## src/design/iwp_pkg.sv

```systemverilog
`default_nettype none
// ----------------------------------------------------------------------------
// iwp_pkg
// Shared types and constants for the int8 window pooling unit.
// ----------------------------------------------------------------------------
package iwp_pkg;

    localparam int MaxHeight = 64;
    localparam int MaxWidth  = 64;
    localparam int MaxWindow = 16;

    localparam int RowW  = $clog2(MaxHeight);
    localparam int ColW  = $clog2(MaxWidth);
    localparam int AddrW = RowW + ColW;
    localparam int WinW  = $clog2(MaxWindow + 1);
    localparam int TapW  = $clog2(MaxWindow);
    localparam int SumW  = 8 + 2 * TapW + 1;
    localparam int AreaW = 2 * WinW;

    // Tap coordinates span output index * stride plus window, minus pad
    localparam int CoordW = 17;

    localparam logic signed [7:0] PadMax = -8'sd128;

    typedef enum logic [2:0] {
        REG_MODE     = 3'd0,
        REG_WINDOW_H = 3'd1,
        REG_WINDOW_W = 3'd2,
        REG_STRIDES  = 3'd3,
        REG_PADS     = 3'd4,
        REG_ZERO_PT  = 3'd5,
        REG_IN_H     = 3'd6,
        REG_IN_W     = 3'd7
    } reg_idx_t;

    localparam logic OP_LOAD    = 1'b0;
    localparam logic OP_COMPUTE = 1'b1;

    // Controller to datapath commands
    typedef struct packed {
        logic load_wr;   // write pixel into the store
        logic init;      // latch origin, clear accumulators
        logic tap_issue; // issue read for current tap, advance counters
        logic tap_acc;   // accumulate tap issued last cycle
        logic div_start; // set up divider
        logic div_step;  // one restoring divide step
        logic finish;    // drive result strobe
    } dp_cmd_t;

    // Datapath to controller status
    typedef struct packed {
        logic last_tap;  // current tap is the last of the window
        logic div_done;  // divider is doing its last step
        logic avg_mode;
    } dp_stat_t;

    typedef enum logic [4:0] {
        ST_IDLE = 5'b00001,
        ST_SCAN = 5'b00010,
        ST_DRAIN = 5'b00100,
        ST_DIV  = 5'b01000,
        ST_DONE = 5'b10000
    } state_t;

endpackage
`default_nettype wire

```

## src/design/iwp_ctrl.sv

```systemverilog
`default_nettype none
// ----------------------------------------------------------------------------
// iwp_ctrl
// Sequencer: walks the window taps, then runs the divider in average mode.
// ----------------------------------------------------------------------------
module iwp_ctrl (
    input  wire logic             clk,
    input  wire logic             rst_n,
    input  wire logic             start,
    input  wire logic             opcode,
    input  wire iwp_pkg::dp_stat_t stat,
    output iwp_pkg::dp_cmd_t      cmd,
    output logic                  busy
);
    import iwp_pkg::*;

    state_t  state_reg, state_next;
    logic    accept;
    logic    acc_reg, div_go_reg;
    dp_cmd_t cmd_base;

    assign accept = start && !busy;
    assign busy   = (state_reg != ST_IDLE);

    always_comb
    begin
        state_next       = state_reg;
        cmd_base         = '0;
        cmd_base.load_wr = accept && (opcode == OP_LOAD);
        cmd_base.init    = accept && (opcode == OP_COMPUTE);
        unique case (state_reg)
            ST_IDLE:
                if (accept && opcode == OP_COMPUTE)
                    state_next = ST_SCAN;
            ST_SCAN:
            begin
                cmd_base.tap_issue = 1'b1;
                if (stat.last_tap)
                    state_next = ST_DRAIN;
            end
            ST_DRAIN:
                // last tap's data lands this cycle
                state_next = stat.avg_mode ? ST_DIV : ST_DONE;
            ST_DIV:
            begin
                // first cycle is divider setup, the counter is not valid yet
                if (stat.div_done && !div_go_reg)
                    state_next = ST_DONE;
            end
            ST_DONE:
            begin
                cmd_base.finish = 1'b1;
                state_next      = ST_IDLE;
            end
            default:
                state_next = ST_IDLE;
        endcase
    end

    // Accumulate in the cycle after each issued tap
    always_ff @(posedge clk or negedge rst_n)
    begin
        if (!rst_n)
        begin
            state_reg  <= ST_IDLE;
            acc_reg    <= 1'b0;
        end
        else
        begin
            state_reg  <= state_next;
            acc_reg    <= cmd_base.tap_issue;
        end
    end

    // Divider setup happens in the first DIV cycle, steps follow
    always_ff @(posedge clk or negedge rst_n)
    begin
        if (!rst_n)
            div_go_reg <= 1'b0;
        else
            div_go_reg <= (state_reg == ST_DRAIN) && stat.avg_mode;
    end

    always_comb
    begin
        cmd           = cmd_base;
        cmd.tap_acc   = acc_reg;
        cmd.div_start = div_go_reg;
        cmd.div_step  = (state_reg == ST_DIV) && !div_go_reg;
    end

    assert property (@(posedge clk) disable iff (!rst_n)
        (state_reg == ST_DONE) |=> (state_reg == ST_IDLE))
        else $error("done not followed by idle");
    assert property (@(posedge clk) disable iff (!rst_n)
        (state_reg == ST_SCAN) && stat.last_tap |=> (state_reg == ST_DRAIN))
        else $error("scan did not end on last tap");
    assert property (@(posedge clk) disable iff (!rst_n)
        div_go_reg |-> (state_reg == ST_DIV))
        else $error("divider setup outside divide state");

endmodule
`default_nettype wire

```

## config.mk

```make
export PLATFORM = sky130hd
export DESIGN_NAME = iwp_ctrl
export DESIGN_NICKNAME = d
export VERILOG_FILES = /design/src/design/iwp_pkg.sv /design/src/design/iwp_ctrl.sv
export SDC_FILE = /design/constraint.sdc
export NUM_CORES = 1
export LEC_CHECK = 0
export ABC_AREA = 1
export BUFFER_PORTS_ARGS = -buffer_cell sky130_fd_sc_hd__buf_2
export CORE_MARGIN = 2
export CORE_UTILIZATION = 30
export DETAILED_ROUTE_END_ITERATION = 6
export HOLD_SLACK_MARGIN = 0.05
export PLACE_DENSITY = 0.55
export REMOVE_ABC_BUFFERS = 1
export SETUP_SLACK_MARGIN = 0.5
export SYNTH_ARGS = -nofsm -noshare
export SYNTH_HDL_FRONTEND = slang
export SYNTH_SLANG_ARGS = --single-unit
```

## constraint.sdc

```tcl
create_clock -name clk -period 1.05 [get_ports clk]
set_input_delay 0.0525 -clock clk [delete_from_list [all_inputs] [get_ports clk]]
set_output_delay 0.0525 -clock clk [all_outputs]
set_load 0.01 [all_outputs]
```

* Yosys cells after proc, flatten, opt, wreduce, memory -nomap -nowiden *
Cells that the tools add are included.

cells by class
  eq/ne operators = 9
  mux-type cells = 7
  bitwise gates (word level) = 1
  reduce and logical (&&, ||, !) cells = 9

operators by type and width
  operator            count
  $mux 5              4
  $pmux 5 s4          1
  $logic_and 1x1->1   6
  $ne 2x2->1 const B  3
  $eq 5x1->1 const B  1
  $eq 5x2->1 const B  1
  $eq 5x3->1 const B  1
  $eq 5x4->1 const B  1
  $eq 5x5->1 const B  1
  $ne 5x1->1 const B  1
  $reduce_and 3->1    1
  $logic_not 1->1     2
  $mux 1              2
  $not 1->1           1

word-level totals
  flip-flop bits (word level) = 7
  input port bits = 7
  output and inout bits = 8
  word-level logic and storage cells = 29

* Depth between registers and ports, before layout *
  depth in word-level cells = 6
  gate-level depth with buffers = 6
  gate-level depth less buffers = 6

* Worst setup path after synthesis *
Ideal clock, no wire load.

  kind = flip-flop to output port
  start = register state_reg[3]
  end = output cmd[6] (netlist bit)
  data arrival time = 972 ps
  data required time = 998 ps
  path slack = 26 ps
  cell stages (with the launch flop) = 6
  buffers on the path = 0
  cell sequence = dfrtp_1 -> nor2_2 -> nand2_2 -> nor2_4 -> inv_2 -> nor3_2

RTL lines
  item                      RTL line        text
  start: declaration        iwp_ctrl.sv:17  state_t state_reg, state_next;
  start signal: assignment  iwp_ctrl.sv:70  state_reg <= state_next;
  end: declaration          iwp_ctrl.sv:12  output iwp_pkg::dp_cmd_t cmd,

==> tab_implementation.tex <==
\begin{tabular}{lr}
\hline
Metric & Value \\
\hline
\multicolumn{2}{l}{\textbf{Outcome}} \\
\quad Outcome & finished, violations left \\
\quad Violations in the final reports & setup timing \\
\multicolumn{2}{l}{\textbf{Setup path}} \\
\quad Startpoint types & flop \\
\quad Required time at the worst-slack endpoint & 1.00 ns \\
\quad Worst setup path category & reg2out \\
\quad Reg2reg path depth & 7 \\
\quad Endpoint type of the worst setup path & primary output \\
\quad Data arrival time of the worst path & 1.29 ns \\
\quad Crit path max fanout & 3 \\
\multicolumn{2}{l}{\textbf{STA}} \\
\quad Share of the clock period used by the worst path after layout & 1.28 \\
\quad Fin worst setup slack & -0.291 ns \\
\quad Final setup skew & 0.00199 ns \\
\quad Worst-Margin Slew & 0.189 ns \\
\quad Worst rel slew slack & 0.873 \\
\quad Final setup fails & 11 \\
\quad Setup repair after global routing missed its margin & yes \\
\quad Number of endpoints with negative hold slack in the final report & 0 \\
\quad Final critical path time including I/O delays and setup & 1.34 ns \\
\quad Peak Freq & 746 MHz \\
\quad Max Slew Vio Count & 0 \\
\multicolumn{2}{l}{\textbf{Detailed routing}} \\
\quad DRC viols & 0 \\
\quad First-pass detailed-route iteration total & 2 \\
\quad Vias per cell & 4.22 \\
\quad Routed length per placed instance & 10.2 µm \\
\quad Routed Wire Length & 967 µm \\
\quad Iteration-0 DRC Markers & 1 \\
\quad Number of nets with antenna violations after routing & 0 \\
\quad Total vias in the final route & 401 \\
\multicolumn{2}{l}{\textbf{Floorplan}} \\
\quad Initial Utilization & 0.317 \\
\quad Full die area & 1670 µm² \\
\quad Die W & 40.9 µm \\
\quad Core area & 1280 µm² \\
\quad Die Height & 40.9 µm \\
\quad Row Count & 13 \\
\quad Number of placed I/O pins & 15 \\
\multicolumn{2}{l}{\textbf{Power}} \\
\quad Pwr dens & 1960 nW/µm² \\
\quad IR drop worst, VDD & 776 µV \\
\quad Leakage power summed over all cells & 0.000372 µW \\
\quad Logic gate share of total power & 0.540 \\
\quad Switching share of power & 0.360 \\
\quad Sum of internal, switching and leakage power & 1320 µW \\
\quad Internal power & 844 µW \\
\quad Switching power & 475 µW \\
\quad Proportion of power drawn by flip-flops and latches & 0.276 \\
\quad Portion of total power attributed to the clock network & 0.184 \\
\multicolumn{2}{l}{\textbf{Logic synthesis}} \\
\quad Total number of yosys warnings & 0 \\
\quad Average instance area after synthesis & 8.00 µm² \\
\quad Part of the Yosys area used for sequential elements & 0.433 \\
\quad Distinct cell type count of the synthesized netlist & 16 \\
\quad Total of flip-flops plus latches after synthesis & 7 \\
\quad Number of instances in the synthesized netlist & 51 \\
\quad Syn Std Cell Area & 408 µm² \\
\multicolumn{2}{l}{\textbf{Finish}} \\
\quad Fraction of layout instances using a drive strength above 1 & 0.600 \\
\quad Ant. Diodes & 0 \\
\quad Area delta synth->final & 65.0\% \\
\quad Post-layout instance area & 673 µm² \\
\quad Most common library cell in the layout ignoring fill and taps & sky130\_fd\_sc\_hd\_\_buf\_2 \\
\quad Leading cell types in the layout, fill and taps excluded & 14 x sky130\_fd\_sc\_hd\_\_buf\_2, 10 x sky130\_fd\_sc\_hd\_\_inv\_1, 6 x sky130\_fd\_sc\_hd\_\_dfrtp\_1, 6 x sky130\_fd\_sc\_hd\_\_buf\_6, 6 x sky130\_fd\_sc\_hd\_\_buf\_4 \\
\quad Number of flip-flops under the largest register name & 5 \\
\quad Total number of nets in the final design & 88 \\
\multicolumn{2}{l}{\textbf{CTS}} \\
\quad Number of buffers added by the clock tree synthesis step & 3 \\
\quad Clk buf depth & 2 \\
\quad Clock tree root driver cell & sky130\_fd\_sc\_hd\_\_clkbuf\_4 \\
\quad H-tree levels & 1 \\
\quad TritonCTS clock tree & yes \\
\quad Worst-path clk slew & 0.05 ns \\
\quad Clock insertion delay at the later pin of the skew report & 0.25 ns \\
\quad Total clock sinks & 7 \\
\multicolumn{2}{l}{\textbf{Job}} \\
\quad Number of max-capacitance violations reported & 0 \\
\multicolumn{2}{l}{\textbf{Worst hold path}} \\
\quad Class of the tightest hold or removal check & in2reg \\
\quad Number of stages on the worst hold path & 4 \\
\multicolumn{2}{l}{\textbf{Place}} \\
\quad Detailed-placement wirelength estimate & 601 µm \\
\quad Port Buf Inserts & 14 \\
\quad Weighted congestion at the end of routability-driven global placement & 0.702 \\
\quad Post-place setup slack & -0.0940 ns \\
\quad Post-Place Cell Area & 489 µm² \\
\multicolumn{2}{l}{\textbf{Global route}} \\
\quad Total GRT Usage & 0.121 \\
\quad Maximum number of pins on one net before global-route repair & 8 \\
\quad Antenna violations before repair & 0 \\
\quad Global-route wire length before repair & 1230 µm \\
\quad Total congestion overflow & 0 \\
\quad Number of global-route vias before repair & 322 \\
\hline
\end{tabular}
## routing by layer
metal  global-route usage  vias to the layer above  wire length (µm)
met1                0.145                      179               406
met3               0.0163                        2                11
met5                    0                        -                 0
met2                0.180                        5               542
li1                     -                      215                 -
met4                0.125                        0                 7
## power by group through the flow
stage / combinational [µW] / sequential (µW) / clock [µW]
after detailed placement: 408 / 363 / 0
after CTS: 487 / 361 / 250
after floorplan: 274 / 362 / 0
after global routing: 778 / 366 / 276
final: 712 / 365 / 242
after global placement: 405 / 362 / 0
## critical path: stages (launching register included)
cell	delay (ns)
sky130_fd_sc_hd__dfstp_2	0.56
sky130_fd_sc_hd__nand2_2	0.07
sky130_fd_sc_hd__nor2_4	0.11
sky130_fd_sc_hd__inv_2	0.06
sky130_fd_sc_hd__nor3_2	0.09
sky130_fd_sc_hd__buf_2	0.14
## logic make-up (layout without fill, tap and decap cells)
family | count (synthesis) | in the layout | synth area share
compound gates | 3 | 3 | 0.0552
flops | 7 | 7 | 0.433
buf+inv | 15 | 44 | 0.156
simple gates | 26 | 26 | 0.356
## through the flow
stage / setup TNS (ns) / hold WS (ns) / util / std cells
global route: -2.67 / 0.0796 / 0.524 / 95
CTS: -1.72 / 0.0604 / 0.430 / 87
global placement: -0.200 / -0.104 / 0.381 / 79
floorplan: 0 / -0.243 / - / 49
finish: -1.87 / 0.0576 / 0.524 / 95
detailed placement: -0.302 / -0.105 / 0.381 / 79
## area by class of cell
cell class / count / area (µm²)
flip-flops and latches: 7 / 176
fillers: 137 / 612
inverters: 13 / 48.8
multi-input cells: 29 / 210
well taps: 15 / 18.8
clock buffers: 4 / 26.3
repair buffers: 27 / 193
## cells in the mapped netlist, drive strengths merged
master	instances	area [µm²]
nor2	11	56.3
dfrtp	6	150
nand2	6	25.0
inv	13	48.8
buf	2	15.0
dfstp	1	26.3
nand3	5	35.0
o21ai	3	22.5
nand4	3	18.8
nor3	1	10.0
## repair_timing
| item | in CTS | in global routing |
|---|---|---|
| hold buffers | 1 | 0 |
| pin swaps | 1 | 6 |
| setup endpoints to repair | 15 | 15 |
| endpoints found under the hold margin | 7 | 0 |
| setup buffers | 3 | 8 |
| gates resized for setup | 1 | 15 |
## path summary, 6_finish.rpt
kind                         startpoint           end  slack, ns
hold / removal                  stat[0]  state_reg[4]       0.06
setup reg to reg           state_reg[0]  state_reg[4]      -0.14
setup / recovery           state_reg[0]        cmd[6]      -0.29
hold reg to reg            state_reg[3]    div_go_reg       0.64
max in group asynchronous         rst_n  state_reg[0]       0.63
min in group asynchronous         rst_n  state_reg[2]       0.19
Note: power is estimated with default switching activity, not from simulation.
